File: src/design/sls_pkg.sv
// ----------------------------------------------------------------------------
// sls_pkg
// Shared types, register indexes, reset values and codes for the serial link
// supervisor.
// ----------------------------------------------------------------------------
package sls_pkg;

  localparam int TIMER_WIDTH_DEF = 16;
  localparam int CFG_WIDTH       = 16;
  localparam int CFG_IDX_WIDTH   = 3;
  localparam int GAP_WIDTH       = 8;

  localparam logic [CFG_IDX_WIDTH-1:0] IDX_OFFLINE_TICKS = 3'd0;
  localparam logic [CFG_IDX_WIDTH-1:0] IDX_FIRST_RESET   = 3'd1;
  localparam logic [CFG_IDX_WIDTH-1:0] IDX_RETRY_RESET   = 3'd2;
  localparam logic [CFG_IDX_WIDTH-1:0] IDX_FRAME_TIMEOUT = 3'd3;
  localparam logic [CFG_IDX_WIDTH-1:0] IDX_POLL_GAP      = 3'd4;

  localparam logic [CFG_WIDTH-1:0] RST_OFFLINE_TICKS = 16'd500;
  localparam logic [CFG_WIDTH-1:0] RST_FIRST_RESET   = 16'd1000;
  localparam logic [CFG_WIDTH-1:0] RST_RETRY_RESET   = 16'd100;
  localparam logic [CFG_WIDTH-1:0] RST_FRAME_TIMEOUT = 16'd50;
  localparam logic [GAP_WIDTH-1:0] RST_POLL_GAP      = 8'd1;

  localparam logic [1:0] PR_BUSY   = 2'd0;
  localparam logic [1:0] PR_OK     = 2'd1;
  localparam logic [1:0] PR_FAIL   = 2'd2;
  localparam logic [1:0] PR_NONE   = 2'd3;

  typedef struct packed {
    logic [CFG_WIDTH-1:0] offline_ticks;
    logic [CFG_WIDTH-1:0] first_reset_ticks;
    logic [CFG_WIDTH-1:0] retry_reset_ticks;
    logic [CFG_WIDTH-1:0] frame_timeout_ticks;
    logic [GAP_WIDTH-1:0] poll_gap_ticks;
  } sls_cfg_t;

  typedef struct packed {
    logic link_online;
    logic reset_receive;
    logic parser_polled;
  } sls_res_t;

endpackage

File: src/design/sls_cfg_regs.sv
// ----------------------------------------------------------------------------
// sls_cfg_regs
// Configuration register file: write-only, indexed, reset to default timings.
// ----------------------------------------------------------------------------
module sls_cfg_regs (
  input  logic                              clk,
  input  logic                              rst_n,
  input  logic                              cfg_we,
  input  logic [sls_pkg::CFG_IDX_WIDTH-1:0] cfg_index,
  input  logic [sls_pkg::CFG_WIDTH-1:0]     cfg_wdata,
  output sls_pkg::sls_cfg_t                 cfg
);
  import sls_pkg::*;

  sls_cfg_t cfg_r;
  sls_cfg_t cfg_nxt;

  always_comb begin
    cfg_nxt = cfg_r;
    if (cfg_we) begin
      case (cfg_index)
        IDX_OFFLINE_TICKS: cfg_nxt.offline_ticks       = cfg_wdata;
        IDX_FIRST_RESET:   cfg_nxt.first_reset_ticks   = cfg_wdata;
        IDX_RETRY_RESET:   cfg_nxt.retry_reset_ticks   = cfg_wdata;
        IDX_FRAME_TIMEOUT: cfg_nxt.frame_timeout_ticks = cfg_wdata;
        IDX_POLL_GAP:      cfg_nxt.poll_gap_ticks      = cfg_wdata[GAP_WIDTH-1:0];
        default:           cfg_nxt = cfg_r;
      endcase
    end
  end

  always_ff @(posedge clk) begin
    if (!rst_n) begin
      cfg_r.offline_ticks       <= RST_OFFLINE_TICKS;
      cfg_r.first_reset_ticks   <= RST_FIRST_RESET;
      cfg_r.retry_reset_ticks   <= RST_RETRY_RESET;
      cfg_r.frame_timeout_ticks <= RST_FRAME_TIMEOUT;
      cfg_r.poll_gap_ticks      <= RST_POLL_GAP;
    end else begin
      cfg_r <= cfg_nxt;
    end
  end

  assign cfg = cfg_r;

endmodule

File: src/design/sls_core.sv
// ----------------------------------------------------------------------------
// sls_core
// Supervisor state and per-tick update: timer countdown, idle watchdog,
// frame timeout and parser polling.
// ----------------------------------------------------------------------------
module sls_core #(
  parameter int TIMER_WIDTH = sls_pkg::TIMER_WIDTH_DEF
) (
  input  logic              clk,
  input  logic              rst_n,
  input  sls_pkg::sls_cfg_t cfg,
  input  logic              step,
  input  logic              rx_pending,
  input  logic [1:0]        parse_result,
  output sls_pkg::sls_res_t res
);
  import sls_pkg::*;

  localparam logic [1:0] WS_ARM   = 2'd0;
  localparam logic [1:0] WS_WAIT  = 2'd1;
  localparam logic [1:0] WS_RETRY = 2'd2;

  logic [1:0]             watch_step_r, watch_step_nxt;
  logic [TIMER_WIDTH-1:0] offline_timer_r, offline_timer_nxt;
  logic [TIMER_WIDTH-1:0] reset_timer_r, reset_timer_nxt;
  logic [TIMER_WIDTH-1:0] frame_timer_r, frame_timer_nxt;
  logic [GAP_WIDTH-1:0]   poll_timer_r, poll_timer_nxt;
  logic                   frame_armed_r, frame_armed_nxt;
  logic                   online_r, online_nxt;
  logic                   do_reset;
  logic                   polled;

  always_comb begin
    frame_timer_nxt   = frame_timer_r - TIMER_WIDTH'(frame_timer_r != '0);
    poll_timer_nxt    = poll_timer_r - GAP_WIDTH'(poll_timer_r != '0);
    offline_timer_nxt = offline_timer_r - TIMER_WIDTH'(offline_timer_r != '0);
    reset_timer_nxt   = reset_timer_r - TIMER_WIDTH'(reset_timer_r != '0);
    watch_step_nxt    = watch_step_r;
    frame_armed_nxt   = frame_armed_r;
    online_nxt        = online_r;
    do_reset          = 1'b0;
    polled            = 1'b0;

    if (!rx_pending) begin
      case (watch_step_r)
        WS_ARM: begin
          offline_timer_nxt = TIMER_WIDTH'(cfg.offline_ticks);
          watch_step_nxt    = WS_WAIT;
        end
        WS_WAIT: begin
          if (offline_timer_nxt == '0) begin
            online_nxt      = 1'b0;
            watch_step_nxt  = WS_RETRY;
            reset_timer_nxt = TIMER_WIDTH'(cfg.first_reset_ticks);
            do_reset        = 1'b1;
          end
        end
        WS_RETRY: begin
          if (reset_timer_nxt == '0) begin
            do_reset        = 1'b1;
            reset_timer_nxt = TIMER_WIDTH'(cfg.retry_reset_ticks);
          end
        end
        default: watch_step_nxt = watch_step_r;
      endcase
    end else begin
      offline_timer_nxt = '0;
      watch_step_nxt    = WS_ARM;
      online_nxt        = 1'b1;
      if (frame_armed_r && frame_timer_nxt == '0) begin
        do_reset = 1'b1;
      end else if (poll_timer_nxt == '0) begin
        polled = 1'b1;
        case (parse_result)
          PR_BUSY: begin
            poll_timer_nxt = cfg.poll_gap_ticks;
            if (!frame_armed_r) begin
              frame_armed_nxt = 1'b1;
              frame_timer_nxt = TIMER_WIDTH'(cfg.frame_timeout_ticks);
            end
          end
          PR_OK, PR_FAIL: do_reset = 1'b1;
          default:        do_reset = 1'b0;
        endcase
      end
    end

    if (do_reset) begin
      poll_timer_nxt  = '0;
      frame_armed_nxt = 1'b0;
      frame_timer_nxt = '0;
    end
  end

  always_ff @(posedge clk) begin
    if (!rst_n) begin
      watch_step_r    <= WS_ARM;
      offline_timer_r <= '0;
      reset_timer_r   <= '0;
      frame_timer_r   <= '0;
      poll_timer_r    <= '0;
      frame_armed_r   <= 1'b0;
      online_r        <= 1'b0;
    end else if (step) begin
      watch_step_r    <= watch_step_nxt;
      offline_timer_r <= offline_timer_nxt;
      reset_timer_r   <= reset_timer_nxt;
      frame_timer_r   <= frame_timer_nxt;
      poll_timer_r    <= poll_timer_nxt;
      frame_armed_r   <= frame_armed_nxt;
      online_r        <= online_nxt;
    end
  end

  assign res.link_online   = online_nxt;
  assign res.reset_receive = do_reset;
  assign res.parser_polled = polled;

  a_reset_disarms: assert property (@(posedge clk) disable iff (!rst_n)
    step && do_reset |=> !frame_armed_r && poll_timer_r == '0)
    else $error("receive reset left frame timeout armed");

  a_poll_needs_data: assert property (@(posedge clk) disable iff (!rst_n)
    step && polled |-> rx_pending)
    else $error("parser polled without pending data");

  a_online_on_data: assert property (@(posedge clk) disable iff (!rst_n)
    step && rx_pending |=> online_r && watch_step_r == WS_ARM)
    else $error("pending data did not bring link online");

  a_armed_timer: assert property (@(posedge clk) disable iff (!rst_n)
    !frame_armed_r |-> frame_timer_r == '0)
    else $error("frame timer running while disarmed");

endmodule

File: src/design/serial_link_supervisor.sv
// ----------------------------------------------------------------------------
// serial_link_supervisor
// Tick-driven receive link supervisor with idle watchdog and frame timeout.
// ----------------------------------------------------------------------------
// One input word is one tick and yields exactly one result word. A word is
// registered on entry, evaluated against the supervisor state by
// combinational logic, and lands in an output register, so a new word is
// taken every cycle while the output is not stalled. A stalled result holds
// the entered word in its register and raises in_stall. Configuration takes
// effect on the next word.
module serial_link_supervisor #(
  parameter int TIMER_WIDTH = sls_pkg::TIMER_WIDTH_DEF
) (
  input  logic                              clk,
  input  logic                              rst_n,
  input  logic                              cfg_we,
  input  logic [sls_pkg::CFG_IDX_WIDTH-1:0] cfg_index,
  input  logic [sls_pkg::CFG_WIDTH-1:0]     cfg_wdata,
  input  logic                              in_valid,
  output logic                              in_stall,
  input  logic                              in_rx_pending,
  input  logic [1:0]                        in_parse_result,
  output logic                              out_valid,
  input  logic                              out_stall,
  output logic                              out_link_online,
  output logic                              out_reset_receive,
  output logic                              out_parser_polled
);
  import sls_pkg::*;

  sls_cfg_t   cfg;
  sls_res_t   res;
  logic       item_valid_r;
  logic       item_pending_r;
  logic [1:0] item_result_r;
  logic       out_valid_r;
  sls_res_t   out_res_r;
  logic       advance;
  logic       accept;
  logic       step;

  assign advance  = !out_valid_r || !out_stall;
  assign in_stall = item_valid_r && !advance;
  assign accept   = in_valid && !in_stall;
  assign step     = item_valid_r && advance;

  sls_cfg_regs u_cfg (
    .clk       (clk),
    .rst_n     (rst_n),
    .cfg_we    (cfg_we),
    .cfg_index (cfg_index),
    .cfg_wdata (cfg_wdata),
    .cfg       (cfg)
  );

  sls_core #(
    .TIMER_WIDTH (TIMER_WIDTH)
  ) u_core (
    .clk          (clk),
    .rst_n        (rst_n),
    .cfg          (cfg),
    .step         (step),
    .rx_pending   (item_pending_r),
    .parse_result (item_result_r),
    .res          (res)
  );

  always_ff @(posedge clk) begin
    if (!rst_n) begin
      item_valid_r <= 1'b0;
    end else if (accept) begin
      item_valid_r <= 1'b1;
    end else if (advance) begin
      item_valid_r <= 1'b0;
    end
  end

  always_ff @(posedge clk) begin
    if (accept) begin
      item_pending_r <= in_rx_pending;
      item_result_r  <= in_parse_result;
    end
  end

  always_ff @(posedge clk) begin
    if (!rst_n) begin
      out_valid_r <= 1'b0;
    end else if (step) begin
      out_valid_r <= 1'b1;
    end else if (!out_stall) begin
      out_valid_r <= 1'b0;
    end
  end

  always_ff @(posedge clk) begin
    if (step) begin
      out_res_r <= res;
    end
  end

  assign out_valid         = out_valid_r;
  assign out_link_online   = out_res_r.link_online;
  assign out_reset_receive = out_res_r.reset_receive;
  assign out_parser_polled = out_res_r.parser_polled;

  a_no_drop: assert property (@(posedge clk) disable iff (!rst_n)
    out_valid_r && out_stall |-> !step)
    else $error("result overwritten while stalled");

  a_hold_item: assert property (@(posedge clk) disable iff (!rst_n)
    item_valid_r && !advance |=> item_valid_r && $stable(item_result_r))
    else $error("held word lost");

  a_step_fills: assert property (@(posedge clk) disable iff (!rst_n)
    step |=> out_valid_r)
    else $error("evaluated word produced no result");

endmodule
File: config.mk
export PLATFORM = sky130hd
export DESIGN_NAME = serial_link_supervisor
export DESIGN_NICKNAME = d
export VERILOG_FILES = /design/src/design/sls_pkg.sv /design/src/design/sls_cfg_regs.sv /design/src/design/sls_core.sv /design/src/design/serial_link_supervisor.sv
export SDC_FILE = /design/constraint.sdc
export NUM_CORES = 1
export LEC_CHECK = 0
export BUFFER_PORTS_ARGS = -buffer_cell sky130_fd_sc_hd__buf_2
export CAP_MARGIN = 20
export CORE_ASPECT_RATIO = 1.25
export CORE_MARGIN = 5
export CORE_UTILIZATION = 40
export CTS_BUF_LIST = sky130_fd_sc_hd__clkbuf_8 sky130_fd_sc_hd__clkbuf_16
export CTS_CLUSTER_SIZE = 16
export DETAILED_ROUTE_END_ITERATION = 16
export GPL_TIMING_DRIVEN = 0
export PLACE_DENSITY = 0.64
export SYNTH_ARGS = -nofsm -noshare
export SYNTH_HDL_FRONTEND = slang
export SYNTH_SLANG_ARGS = --single-unit
File: constraint.sdc
create_clock -name clk -period 5.1 [get_ports clk]
set_input_delay 0.51 -clock clk [delete_from_list [all_inputs] [get_ports clk]]
set_output_delay 0.51 -clock clk [all_outputs]
set_load 0.01 [all_outputs]
Word-level counts from Yosys, hierarchy flattened
Cells that the tools add are included.

Input port bits: 27. Register bits: 140. Logic and storage cells: 109. Output and inout port bits: 5.

$add $sub $neg: 4. Multiplexer cells: 40. Bitwise gates (word level): 1. Reduce and logical (&&, ||, !) cells: 34. Equal/unequal tests: 11.

Operator list (count): $mux 16 (11); $logic_not 16->1 (3); $reduce_bool 16->1 (3); $sub 16x1->16 (3); $mux 8 (5); $pmux 16 s2 (1); $mux 1 (19); $reduce_and 2->1 (5); $logic_not 8->1 (1); $reduce_bool 2->1 (4); $reduce_bool 8->1 (1); $sub 8x1->8 (1); $eq 3x2->1 const B (2); $reduce_and 5->1 (1); $eq 2x1->1 const B (2); $eq 2x2->1 const B (2); $logic_and 1x1->1 (4); $logic_not 1->1 (4); $logic_not 2->1 (2); $mux 2 (2); $ne 2x1->1 const B (2); $pmux 2 s2 (1); $reduce_or 2->1 (2); $eq 3x1->1 const B (1); 8 further kinds (8).

Logic depth before layout (Yosys ltp)
Depth in word-level cells: 8. Depth in mapped cells: 17. Gate-level depth less buffers: 15.

Cells and area by module
Synthesis repeated with hierarchy kept, for this count alone.

Cell total of the unflattened synthesis: 942. Area total of the unflattened synthesis: 7951.4 um2.

Modules (own cells, without submodules): sls_core (sequential area each 1201.2 um2, area an instance 4895.9 um2, instances 1, cells an instance 660); sls_cfg_regs (sequential area each 1441.4 um2, area an instance 2791.4 um2, instances 1, cells an instance 268); serial_link_supervisor (sequential area each 220.2 um2, area an instance 264.0 um2, instances 1, cells an instance 14).

Worst setup path before layout
No wires, ideal clock.

Path kind: register to register. Start: register u_core.reset_timer_r[7]. End: register u_core.poll_timer_r[5]. Slack: 1.233 ns. Setup time: 0.124 ns. Required time: 4.976 ns. Period minus slack after synthesis: 3.867 ns. Data arrival time: 3.743 ns. Cell stages (with the launch flop): 18. Path buffers: 3. Path through: dfxtp_1 or4_4 or3_4 nor3_1 nand4_1 ha_1 ha_1 clkbuf_1 nor3b_2 and4bb_2 xnor2_1 nand4_1 o32ai_1 nor2_1 buf_2 buf_2 a21oi_1 o22ai_1.

Word-level cells in the longest chain between the ends: 7.

Ends and longest elaborated chain: start, declared (RTL line sls_core.sv:25) `logic [TIMER_WIDTH-1:0] reset_timer_r, reset_timer_nxt;`; start signal, assigned (RTL line sls_core.sv:107) `reset_timer_r <= reset_timer_nxt;`; $reduce_bool 16->1 (RTL line sls_core.sv:37) `reset_timer_nxt = reset_timer_r - TIMER_WIDTH'(reset_timer_r != '0);`; $sub 16x1->16 * (RTL line sls_core.sv:37); $logic_not 16->1 * (RTL line sls_core.sv:59) `if (reset_timer_nxt == '0) begin`; $mux 1 * (RTL line sls_core.sv:59); $pmux 1 s2 * (RTL line sls_core.sv:45) `case (watch_step_r)`; $mux 1 * (RTL line sls_core.sv:44) `if (!rx_pending) begin`; $mux 8 * (RTL line sls_core.sv:88) `if (do_reset) begin`; end signal, assigned (RTL line sls_core.sv:109) `poll_timer_r <= poll_timer_nxt;`; end, declared (RTL line sls_core.sv:27) `logic [GAP_WIDTH-1:0] poll_timer_r, poll_timer_nxt;`.

Every way passes the cells marked *; elsewhere a longest branch is shown, timed or not. A chain may end at the register's enable or synchronous reset.

Final worst setup path
Start: register u_core.reset_timer_r[7]. End: register u_core.reset_timer_r[4].

Word-level cells in the longest chain between the ends: 6. Elaborated cells between the ends (all ways): 7. Classes of those cells: add/sub (1); mux (4); reduce/logical (2).

Ends and longest elaborated chain (RTL line): $reduce_bool 16->1 (sls_core.sv:37); $sub 16x1->16 * (sls_core.sv:37); $logic_not 16->1 (sls_core.sv:59); $mux 16 (sls_core.sv:59); $pmux 16 s2 (sls_core.sv:45); $mux 16 * (sls_core.sv:44).

Marked as above.

==> qor.txt <==
Clock sink count -> 140
Highest Clock Rate -> 0.2106 GHz
Post-synthesis area per instance -> 7.501 um2
Bufs on Longest Clock Path -> 2
Number of setup violations in the final report -> 0
Share of the synthesized area in the top cell type -> 35.87%
Kind of critical path -> reg2reg
Routed vias/inst -> 5.839
Die Footprint -> 21550 um2
Design Power -> 4.472 mW
Final count of hold timing violations -> 0
Layout cells sized above 1 -> 8.868%
Layout-stage area growth over the synthesis result -> 13.80%
Number of synthesized register bits -> 140
Synth Warn # -> 0
Std-Cell Core Area -> 18570 um2
Nets@finish -> 1086
Number of nets still failing antenna checks after routing -> 0
Combined area of all synthesized cells -> 7478 um2
Layout filler cell count -> 1865
Top-Level Pins -> 32
Sum of overflow across all layers after global routing -> 0
RSZ-0062 raised after global routing -> no
Biggest area consumer among synthesized cells -> sky130_fd_sc_hd__dfxtp_1
Last weighted congestion value of the routability-driven placer -> 0.9298
Insertion delay of the later-clocked pin in the worst-skew pair -> 430 ps
Total of hold buffers inserted after clock tree synthesis -> 0
Drt initial violations -> 788
Number of antenna violations at the first check in global routing -> 0
Sequential element share of the synthesized area -> 38.28%
Vias -> 7544
Cts repair resizes -> 0
Total count of max-transition violations in the final report -> 0
Leakage power total -> 3.118 nW
Prevailing post-synth register cell -> sky130_fd_sc_hd__dfxtp_1
Most repeated cell in the gate-level netlist after synthesis -> sky130_fd_sc_hd__nand2_1
Data arrival, critical path -> 5120 ps
CTS clk-pin slew, worst paths -> 70 ps
Total negative setup slack -> 0 ps
Synth cell count leaders -> sky130_fd_sc_hd__nand2_1, sky130_fd_sc_hd__dfxtp_1, sky130_fd_sc_hd__a21oi_1
Chip width -> 132.3 um
Combined global-route utilization of all metal layers -> 23.71%
Die height -> 162.9 um
H-tree depth -> 4
Path type of the worst min-delay path -> in2reg
Overall routed net length -> 25620 um
Critical path endpoint category -> flop
Count of standard-cell rows -> 56
Min cycle time layout -> 4749 ps
Number of I/O port buffers -> 30
Net count after synthesis -> 1036
Critical path fanouts, max -> 10
Worst supply voltage drop on vdd -> 0.2394 mV
Final Skew -> 13.05 ps
Required @ worst endpoint -> 5470 ps
Number of buffers created by CTS -> 17
Worst Setup Start Kind -> flop
Mean routed wirelength per cell -> 19.83 um
Post-Synthesis Cells -> 997
Run status -> complete, no violations
Root buffer cell -> sky130_fd_sc_hd__clkbuf_16
Count of maximum capacitance violations -> 0
Pin count of the biggest net entering global routing -> 17
Ranking of synthesized cells by area -> sky130_fd_sc_hd__dfxtp_1, sky130_fd_sc_hd__nand2_1, sky130_fd_sc_hd__a21oi_1
Global-route wire length before repair -> 39920 um
Power density over the cells -> 525.5 nW/um2
Share of flip-flops with an asynchronous set or reset after synthesis -> 0%
Number of library cell types mapped by synthesis -> 80
# DRC -> 0
Number of global-route vias before repair -> 7171
Part of the cycle the worst path needs -> 93.12%
Relative slew margins -> 44.29%
Detailed-routing iteration count for the pre-antenna-repair pass -> 5
TritonCTS clock tree -> done
EDFF count, synth -> 6
Pin slew with the least headroom to its limit -> 835.7 ps
Starting Density -> 40.28%
Half-perimeter wire length after detailed placement -> 18900 um
Post-CTS setup buffers -> 0
Antenna diodes -> 0
cell families (layout without fill, tap and decap cells):
family / after synthesis / after routing / synth area share, %
multiplexers: 6 / 6 / 0.8198
AO/OA/AOI/OAI: 253 / 253 / 21.60
flip-flops: 140 / 140 / 38.28
AND/OR/NAND/NOR: 465 / 465 / 28.99
adder cells (fa/ha/maj): 12 / 12 / 2.008
XOR/XNOR: 30 / 30 / 3.614
buffers and inverters: 91 / 154 / 4.685
cells in the final DEF, fill, tap and decap left out, drive strengths merged, types with 14 or more instances in the layout:
master,n
nor3,26
nand3,43
a21oi,110
nand4,14
o211ai,19
xnor2,20
dfxtp,134
buf,44
o21ai,34
inv,27
clkbuf,72
nor2,62
nand2,251
stage by stage:
stage / utilization, % / cell area, um2 / hold slack (ps) / instances / worst slack (ps)
finish: 45.84 / 8511 / 262.4 / 1292 / 351.1
global route: 45.84 / 8511 / 253.9 / 1292 / 157.5
CTS: 45.84 / 8511 / 242.7 / 1292 / 425.0
detailed placement: 42.68 / 7924 / 449.2 / 1260 / 447.4
global placement: 42.65 / 7919 / 444.4 / 1259 / 508.0
floorplan: - / 7478 / 431.2 / 997 / 1233
sequential cells by signal, indices dropped and copies added, names as in the netlist, 2 cells and up:
name / cells
u_core.reset_timer_r: 16
u_core.poll_timer_r: 8
u_core.offline_timer_r: 16
u_cfg.cfg: 72
u_core.watch_step_r: 2
u_core.frame_timer_r: 16
item_result_r: 2
per-layer routing:
metal	up-vias	track usage, %	part of all wire [%]
met5	-	0	0
met4	0	12.78	4.9
met3	77	4.604	6.3
met2	305	39.86	48
met1	3529	28.60	41
li1	3633	-	-
critical path, cell delays in order, from the launching register on:
cell	delay [ps]
sky130_fd_sc_hd__dfxtp_1	350
sky130_fd_sc_hd__or4_4	560
sky130_fd_sc_hd__or3_4	370
sky130_fd_sc_hd__nor3_1	200
sky130_fd_sc_hd__nand4_1	120
sky130_fd_sc_hd__ha_1	240
sky130_fd_sc_hd__ha_1	190
sky130_fd_sc_hd__clkbuf_1	190
sky130_fd_sc_hd__nor3b_2	260
sky130_fd_sc_hd__and4bb_2	270
sky130_fd_sc_hd__xnor2_1	300
sky130_fd_sc_hd__nand4_1	270
sky130_fd_sc_hd__nor2_1	450
sky130_fd_sc_hd__buf_2	300
sky130_fd_sc_hd__a21boi_0	110
sky130_fd_sc_hd__o211ai_1	270
sky130_fd_sc_hd__o2111a_1	220
layout make-up:
type / instances / area, um2 / area share [%]
plain buffers: 68 / 264.0 / 3.102
clock buffers: 17 / 425.4 / 4.999
clock inverters: 15 / 161.4 / 1.897
inverters: 23 / 86.33 / 1.014
multi-input cells: 766 / 4265 / 50.12
flip-flops and latches: 140 / 2863 / 33.64
well taps: 232 / 290.3 / 3.411
repair buffers: 31 / 155.1 / 1.823
power by group:
part           internal, mW  leakage, nW  total, mW  switching, mW
sequential             1.22         1.15       1.34          0.118
combinational         0.765         1.69       1.88           1.11
clock                 0.727        0.277       1.26          0.534
worst paths after layout:
path | startpoint | to | slack [ps] | cells past startpoint
worst max-delay path | u_core.reset_timer_r[7] | u_core.reset_timer_r[4] | 350 | 16
worst min-delay path | in_parse_result[0] | item_result_r[0] | 260 | 1
worst max register to register | u_core.reset_timer_r[7] | u_core.reset_timer_r[4] | 350 | 16
worst min register to register | u_cfg.cfg[50] | u_cfg.cfg[50] | 460 | 2
No activity file was read; power rests on OpenSTA's default activity.
